$ cat src/hdl/dqsj_pkg.sv
package dqsj_pkg;

   // default sizes
   localparam int DEPTH_DEF   = 16;
   localparam int VALUE_W_DEF = 16;

   // result field widths
   localparam int FILL_W    = 5;
   localparam int OUTCOME_W = 3;

   // outcome codes
   localparam logic [OUTCOME_W-1:0] OUT_ADD0 = OUTCOME_W'(0);
   localparam logic [OUTCOME_W-1:0] OUT_ADD1 = OUTCOME_W'(1);
   localparam logic [OUTCOME_W-1:0] OUT_FULL = OUTCOME_W'(2);
   localparam logic [OUTCOME_W-1:0] OUT_DEL0 = OUTCOME_W'(3);
   localparam logic [OUTCOME_W-1:0] OUT_DEL1 = OUTCOME_W'(4);
   localparam logic [OUTCOME_W-1:0] OUT_NONE = OUTCOME_W'(5);

   // item kinds
   localparam logic KIND_ADD    = 1'b0;
   localparam logic KIND_REMOVE = 1'b1;

   // per-queue control from the arbiter
   typedef struct packed {
      logic push;
      logic pop;
   } fifo_ctrl_type;

endpackage

$ cat src/hdl/dqsj_fifo.sv
module dqsj_fifo
   import dqsj_pkg::*;
#(
   parameter int DEPTH       = DEPTH_DEF,
   parameter int VALUE_WIDTH = VALUE_W_DEF
) (
   input  logic                           clock,
   input  logic                           reset,
   input  fifo_ctrl_type                  ctrl,
   input  logic [VALUE_WIDTH-1:0]         wr_value,
   output logic [VALUE_WIDTH-1:0]         head_value,
   output logic [$clog2(DEPTH+1)-1:0]     fill
);

   localparam int PTR_W = $clog2(DEPTH);
   localparam int CNT_W = $clog2(DEPTH + 1);
   localparam logic [PTR_W-1:0] LAST = PTR_W'(DEPTH - 1);

   logic [VALUE_WIDTH-1:0] mem [DEPTH];

   logic [PTR_W-1:0]       head_ff, head_in;
   logic [PTR_W-1:0]       tail_ff, tail_in;
   logic [CNT_W-1:0]       count_ff, count_in;
   logic [VALUE_WIDTH-1:0] rd_ff;
   logic                   byp_ff, byp_in;
   logic [VALUE_WIDTH-1:0] byp_value_ff;

   // pointer and count updates, wrap at the last slot
   always_comb begin
      head_in  = head_ff;
      tail_in  = tail_ff;
      count_in = count_ff;
      if (ctrl.push) begin
         tail_in  = (tail_ff == LAST) ? '0 : tail_ff + PTR_W'(1);
         count_in = count_ff + CNT_W'(1);
      end
      if (ctrl.pop) begin
         head_in  = (head_ff == LAST) ? '0 : head_ff + PTR_W'(1);
         count_in = count_ff - CNT_W'(1);
      end
   end

   // a push into an empty queue lands on the head slot
   assign byp_in = ctrl.push && (tail_ff == head_in);

   always_ff @(posedge clock) begin
      if (reset) begin
         head_ff  <= '0;
         tail_ff  <= '0;
         count_ff <= '0;
         byp_ff   <= 1'b0;
      end else begin
         head_ff  <= head_in;
         tail_ff  <= tail_in;
         count_ff <= count_in;
         byp_ff   <= byp_in;
      end
   end

   // storage: one write port, registered head read
   always_ff @(posedge clock) begin
      if (ctrl.push) begin
         mem[tail_ff] <= wr_value;
      end
      rd_ff        <= mem[head_in];
      byp_value_ff <= wr_value;
   end

   assign head_value = byp_ff ? byp_value_ff : rd_ff;
   assign fill       = count_ff;

endmodule

$ cat src/hdl/dual_queue_shortest_join_top.sv
// an input transfer reaches its result through the input register, then the result register
// throughput: one item per cycle while rsp_stall is low; each queue updates in a single pass on its head register
// an input transfer is taken while a result waits, as long as the input register is free
// reset clears queue pointers, fill counts and both valid flags; stored values are not cleared
module dual_queue_shortest_join_top
   import dqsj_pkg::*;
#(
   parameter int DEPTH       = DEPTH_DEF,
   parameter int VALUE_WIDTH = VALUE_W_DEF
) (
   input  logic                   clock,
   input  logic                   reset,
   input  logic                   req_valid,
   output logic                   req_stall,
   input  logic                   req_kind,
   input  logic [VALUE_WIDTH-1:0] req_value,
   output logic                   rsp_valid,
   input  logic                   rsp_stall,
   output logic [OUTCOME_W-1:0]   rsp_outcome,
   output logic [FILL_W-1:0]      rsp_fill_zero,
   output logic [FILL_W-1:0]      rsp_fill_one
);

   localparam int CNT_W = $clog2(DEPTH + 1);
   localparam logic [CNT_W-1:0] FULL_CNT = CNT_W'(DEPTH);

   logic                   in_valid_ff, in_valid_in;
   logic                   in_kind_ff;
   logic [VALUE_WIDTH-1:0] in_value_ff;
   logic                   rsp_valid_ff, rsp_valid_in;
   logic [OUTCOME_W-1:0]   outcome_ff, outcome_in;
   logic [FILL_W-1:0]      fill_zero_ff, fill_one_ff;

   fifo_ctrl_type          ctrl_zero, ctrl_one;
   logic [VALUE_WIDTH-1:0] head_zero, head_one;
   logic [CNT_W-1:0]       count_zero, count_one;
   logic [CNT_W-1:0]       fill_zero_nx, fill_one_nx;
   logic                   advance, take;
   logic                   match_zero, match_one;

   // handshake: item moves on when the result slot is free or draining
   assign advance   = in_valid_ff && (!rsp_valid_ff || !rsp_stall);
   assign req_stall = in_valid_ff && !advance;
   assign take      = req_valid && !req_stall;

   assign in_valid_in  = take || (in_valid_ff && !advance);
   assign rsp_valid_in = advance || (rsp_valid_ff && rsp_stall);

   // an empty queue never matches
   assign match_zero = (count_zero != '0) && (head_zero == in_value_ff);
   assign match_one  = (count_one != '0) && (head_one == in_value_ff);

   // shortest-queue join and head match
   always_comb begin
      ctrl_zero   = '0;
      ctrl_one    = '0;
      fill_zero_nx = count_zero;
      fill_one_nx  = count_one;
      outcome_in  = OUT_NONE;
      unique case (in_kind_ff)
         KIND_ADD: begin
            priority if (count_zero == FULL_CNT && count_one == FULL_CNT) begin
               outcome_in = OUT_FULL;
            end else if (count_zero <= count_one) begin
               ctrl_zero.push = advance;
               fill_zero_nx   = count_zero + CNT_W'(1);
               outcome_in     = OUT_ADD0;
            end else begin
               ctrl_one.push = advance;
               fill_one_nx   = count_one + CNT_W'(1);
               outcome_in    = OUT_ADD1;
            end
         end
         KIND_REMOVE: begin
            priority if (match_zero) begin
               ctrl_zero.pop = advance;
               fill_zero_nx  = count_zero - CNT_W'(1);
               outcome_in    = OUT_DEL0;
            end else if (match_one) begin
               ctrl_one.pop = advance;
               fill_one_nx  = count_one - CNT_W'(1);
               outcome_in   = OUT_DEL1;
            end else begin
               outcome_in = OUT_NONE;
            end
         end
         default: begin
            outcome_in = OUT_NONE;
         end
      endcase
   end

   // control registers
   always_ff @(posedge clock) begin
      if (reset) begin
         in_valid_ff  <= 1'b0;
         rsp_valid_ff <= 1'b0;
      end else begin
         in_valid_ff  <= in_valid_in;
         rsp_valid_ff <= rsp_valid_in;
      end
   end

   // input and result payload registers
   always_ff @(posedge clock) begin
      if (take) begin
         in_kind_ff  <= req_kind;
         in_value_ff <= req_value;
      end
      if (advance) begin
         outcome_ff   <= outcome_in;
         fill_zero_ff <= FILL_W'(fill_zero_nx);
         fill_one_ff  <= FILL_W'(fill_one_nx);
      end
   end

   dqsj_fifo #(
      .DEPTH       (DEPTH),
      .VALUE_WIDTH (VALUE_WIDTH)
   ) u_fifo_zero (
      .clock      (clock),
      .reset      (reset),
      .ctrl       (ctrl_zero),
      .wr_value   (in_value_ff),
      .head_value (head_zero),
      .fill       (count_zero)
   );

   dqsj_fifo #(
      .DEPTH       (DEPTH),
      .VALUE_WIDTH (VALUE_WIDTH)
   ) u_fifo_one (
      .clock      (clock),
      .reset      (reset),
      .ctrl       (ctrl_one),
      .wr_value   (in_value_ff),
      .head_value (head_one),
      .fill       (count_one)
   );

   assign rsp_valid     = rsp_valid_ff;
   assign rsp_outcome   = outcome_ff;
   assign rsp_fill_zero = fill_zero_ff;
   assign rsp_fill_one  = fill_one_ff;

endmodule

$ cat config.mk
export PLATFORM = sky130hd
export DESIGN_NAME = dual_queue_shortest_join_top
export DESIGN_NICKNAME = d
export VERILOG_FILES = /design/src/hdl/dqsj_pkg.sv /design/src/hdl/dqsj_fifo.sv /design/src/hdl/dual_queue_shortest_join_top.sv
export SDC_FILE = /design/constraint.sdc
export NUM_CORES = 1
export LEC_CHECK = 0
export BUFFER_PORTS_ARGS = -buffer_cell sky130_fd_sc_hd__buf_4
export CORE_UTILIZATION = 59
export CTS_BUF_LIST = sky130_fd_sc_hd__clkbuf_8
export CTS_CLUSTER_DIAMETER = 120
export DETAILED_ROUTE_END_ITERATION = 10
export PLACE_DENSITY = 0.83
export SLEW_MARGIN = 40
export SYNTH_ARGS = -nofsm -noshare
export SYNTH_HDL_FRONTEND = slang
export SYNTH_HIERARCHICAL = 1
export SYNTH_SLANG_ARGS = --single-unit
$ cat constraint.sdc
create_clock -name clock -period 6.5 [get_ports clock]
set_input_delay 0.325 -clock clock [delete_from_list [all_inputs] [get_ports clock]]
set_output_delay 0.325 -clock clock [all_outputs]
set_load 0.02 [all_outputs]
==> results.yml <==
logic_synthesis:
  synth-async-reset-ratio_pct: 0
  syn_area_per_cell_um2: 14.31
  yosysMostFrequentCell: "edfxtp_1"
  ys_seq_area_share_pct: 66.07
  syn_area_um2: 27480
  synth_area_leaders: "edfxtp_1, dfxtp_1, o221ai_1"
  synth_top_area_share_pct: 59.22
  synth_edf_count: 542
  synth_nets: 1969
  ys_warn_count: 6
  syn_inst: 1921
  synth_commonest_cells: "edfxtp_1, nand2_1, o221ai_1"
  synth_top_area_cell: "edfxtp_1"
  ys_ff_latch: 636
  synthDistinctLibCells: 79
  synth-main-ff-cell: "edfxtp_1"
clock_network:
  cts_buffer_depth: 3
  tritoncts: "done"
  htreeDepth: 3
  cts.clk_slew.worst_paths_ps: 60
  post_cts_resized: 0
  clock-sinks: 636
  cts_hold_buffers: 19
  postCtsSetupBuffers: 0
  clockRootBuffer: "clkbuf_8"
  cts_buffers: 97
  clkLatencyLatePin_ps: 670
routing:
  ant_nets: 0
  viasPerCell: 6.580
  drc: 0
  via_count: 17580
  wl_per_cell_um: 24.85
  drt_first_pass_iters: 6
  drtIter0Drc: 2518
  wl_um: 66360
final_layout:
  seq_area_um2: 18160
  areaGrowthSynthToFinish_pct: 10.42
  n_fill_cell: 3009
  drive_above_1_share_pct: 18.40
  post-route-util_pct: 66.44
  fin_nets: 2038
  multi_input_area_um2: 8687
  diodes: 0
global_route:
  grt_pass1_vias: 16950
  grt_use_total_pct: 28.10
  grt_max_degree: 75
  antenna_found_initial: 1
  grt_overflow: 0
  grt_pass1_wl_um: 99420
timing:
  timing.final.crit_share_pct: 81.26
  setup-violations-final: 0
  maxSlewHeadroom_pct: 42.21
  maxSlewViolCount: 0
  hold_violations: 0
  min_period_ps: 5282
  grt_setup_unrepaired: "false"
  skew_ps: 26.92
  max_freq_ghz: 0.1893
  finalSetupTns_ps: 0
  worst_pin_slew_ps: 866.9
worst_setup_path:
  path_common_cell: "buf_4"
  cp_slowest_cell: "dfxtp_1"
  end_kind: "flop"
  cp_cell_sequence: "mux2_2 -> xnor2_1 -> nand4_1 -> nor4_1 -> o211ai_1 -> nor2_4 -> buf_4 -> o21ai_4 -> buf_4 -> o221ai_1 -> a222oi_1 -> nor4b_2"
  setup.worst_path.start_class: "flop"
  arrival_ps: 5790
  critPathKind: "flop to flop"
  cp_max_fo: 70
  slowest_delay_ps: 780
  cp_data_required_time_ps: 7010
power_and_ir_drop:
  power_mw: 7.810
  internal_power_mw: 6.168
  switching_share_pct: 21.02
  p_leak_nw: 10.42
  p_clk_share_pct: 40.2
  power_density_nw_per_um2: 257.4
  vdd_drop_max_mv: 0.1514
  power.switching_mw: 1.642
  seq_power_share_pct: 57.5
  combPwrFrac_pct: 2.3
floorplanning:
  rows: 78
  die_area_um2: 47450
  start_util_pct: 60.17
  io_pins: 36
  die_w_um: 217.8
  core-area_um2: 45670
  die-height_um: 217.8
min_path:
  min-delay-path-class: "input port to flop"
flow_run:
  drv_cap: 0
run_status:
  status: "finished, final reports clean"
placement:
  io_buffers: 35
  dp.final_hpwl_um: 40170
  place_congestion: 0.9183
==> per-layer routing <==
layer | up-vias | share of wire [%] | track usage (%)
met5 | - | 0 | 0
met4 | 0 | 3.4 | 11.84
met3 | 165 | 12 | 7.238
met2 | 1135 | 45 | 41.83
met1 | 8672 | 39 | 39.45
li1 | 7603 | - | -
==> cell type report <==
type                       instances  area share (%)
sequential                       636           59.85
multi-input combinational       1144           28.63
clock buffer                     112           5.080
timing repair buffer              96           2.688
tap                              600           2.474
clock inverter                    68           1.097
inverter                          15          0.1855
==> critical path: cells and delay by family, from the launching register on <==
family	cells	cell delay, ps
xor gates and xnor gates	1	190
AOI/OAI and AO/OA	4	1060
and+or+nand+nor	4	1480
buffers and inverters	2	1100
DFF	1	780
muxes	1	430
==> power groups by stage <==
stage               clock network (mW)  logic [mW]  registers (mW)
floorplan                            0      0.0618            4.59
global placement                     0       0.159            4.57
detailed placement                   0       0.167            4.58
CTS                               3.19       0.177            4.49
global route                      3.37       0.191            4.49
finish                            3.14       0.178            4.49
==> cells in the final DEF (no fill, tap or decap), drive strengths merged, types with 4 or more instances in the layout <==
cell type    netlist  final
edfxtp           542    542
nand2            226    226
clkbuf            42    112
o221ai            99     99
dfxtp             94     94
buf               84     77
nand3             74     74
mux2i             72     72
nor2              72     72
nor2b             71     71
inv               15     60
a21oi             59     59
a211o             58     58
and2              37     37
mux2              34     34
xnor2             33     33
mux4              32     32
a22o              28     28
xor2              27     27
ha                25     25
o221a             24     24
dlygate4sd3        0     19
nor3              19     19
clkinv             0     19
o22ai             16     16
o21ai             16     16
nor4b             15     15
a222oi            14     14
nor4              11     11
a21o               9      9
nand4              8      8
and3               8      8
nand2b             6      6
nand4b             5      5
a211oi             5      5
a31oi              4      4
nor3b              4      4
a221oi             4      4
nand3b             4      4
==> kinds of logic after synthesis <==
group,share of synthesized area [%]
flip-flops,66.07
AND/OR/NAND/NOR,10.86
AO/OA/AOI/OAI,10.49
buffers and inverters,2.681
multiplexers,6.706
XOR/XNOR,1.912
adder cells (fa/ha/maj),1.284
==> through the flow <==
step / setup slack (ps) / area, um2 / std cells / hold WS, ps
after detailed placement: 1414 / 28230 / 2469 / 480.8
after CTS: 1360 / 30300 / 2668 / 19.15
after global routing: 956.0 / 30350 / 2671 / 59.84
after floorplan: 2339 / 27480 / 1921 / 394.1
final: 1218 / 30350 / 2671 / 66.99
after global placement: 1512 / 28140 / 2465 / 462.5
==> path summary, 6_finish.rpt <==
check	to	cells past startpoint	start	slack, ps
worst max-delay path	u_fifo_one/rd_ff[10]	12	u_fifo_one/byp_ff	1220
worst min-delay path	u_fifo_one/fill[4]	2	reset	70
worst max register to register	u_fifo_one/rd_ff[10]	12	u_fifo_one/byp_ff	1220
worst min register to register	rsp_valid	2	in_valid_ff	500
==> sequential cells by signal, indices dropped and copies added, names as in the netlist <==
signal and flops:
in_kind_ff 1, in_valid_ff 1, in_value_ff 16, rsp_fill_one 5, rsp_fill_zero 5, rsp_outcome 3
rsp_valid 1, u_fifo_one/byp_ff 1, u_fifo_one/byp_value_ff 16, u_fifo_one/fill 5, u_fifo_one/head_ff 4, u_fifo_one/mem 256
u_fifo_one/rd_ff 16, u_fifo_one/tail_ff 4, u_fifo_zero/byp_ff 1, u_fifo_zero/byp_value_ff 16, u_fifo_zero/fill 5, u_fifo_zero/head_ff 4
u_fifo_zero/mem 256, u_fifo_zero/rd_ff 16, u_fifo_zero/tail_ff 4
No activity file was read; power rests on OpenSTA's default activity.
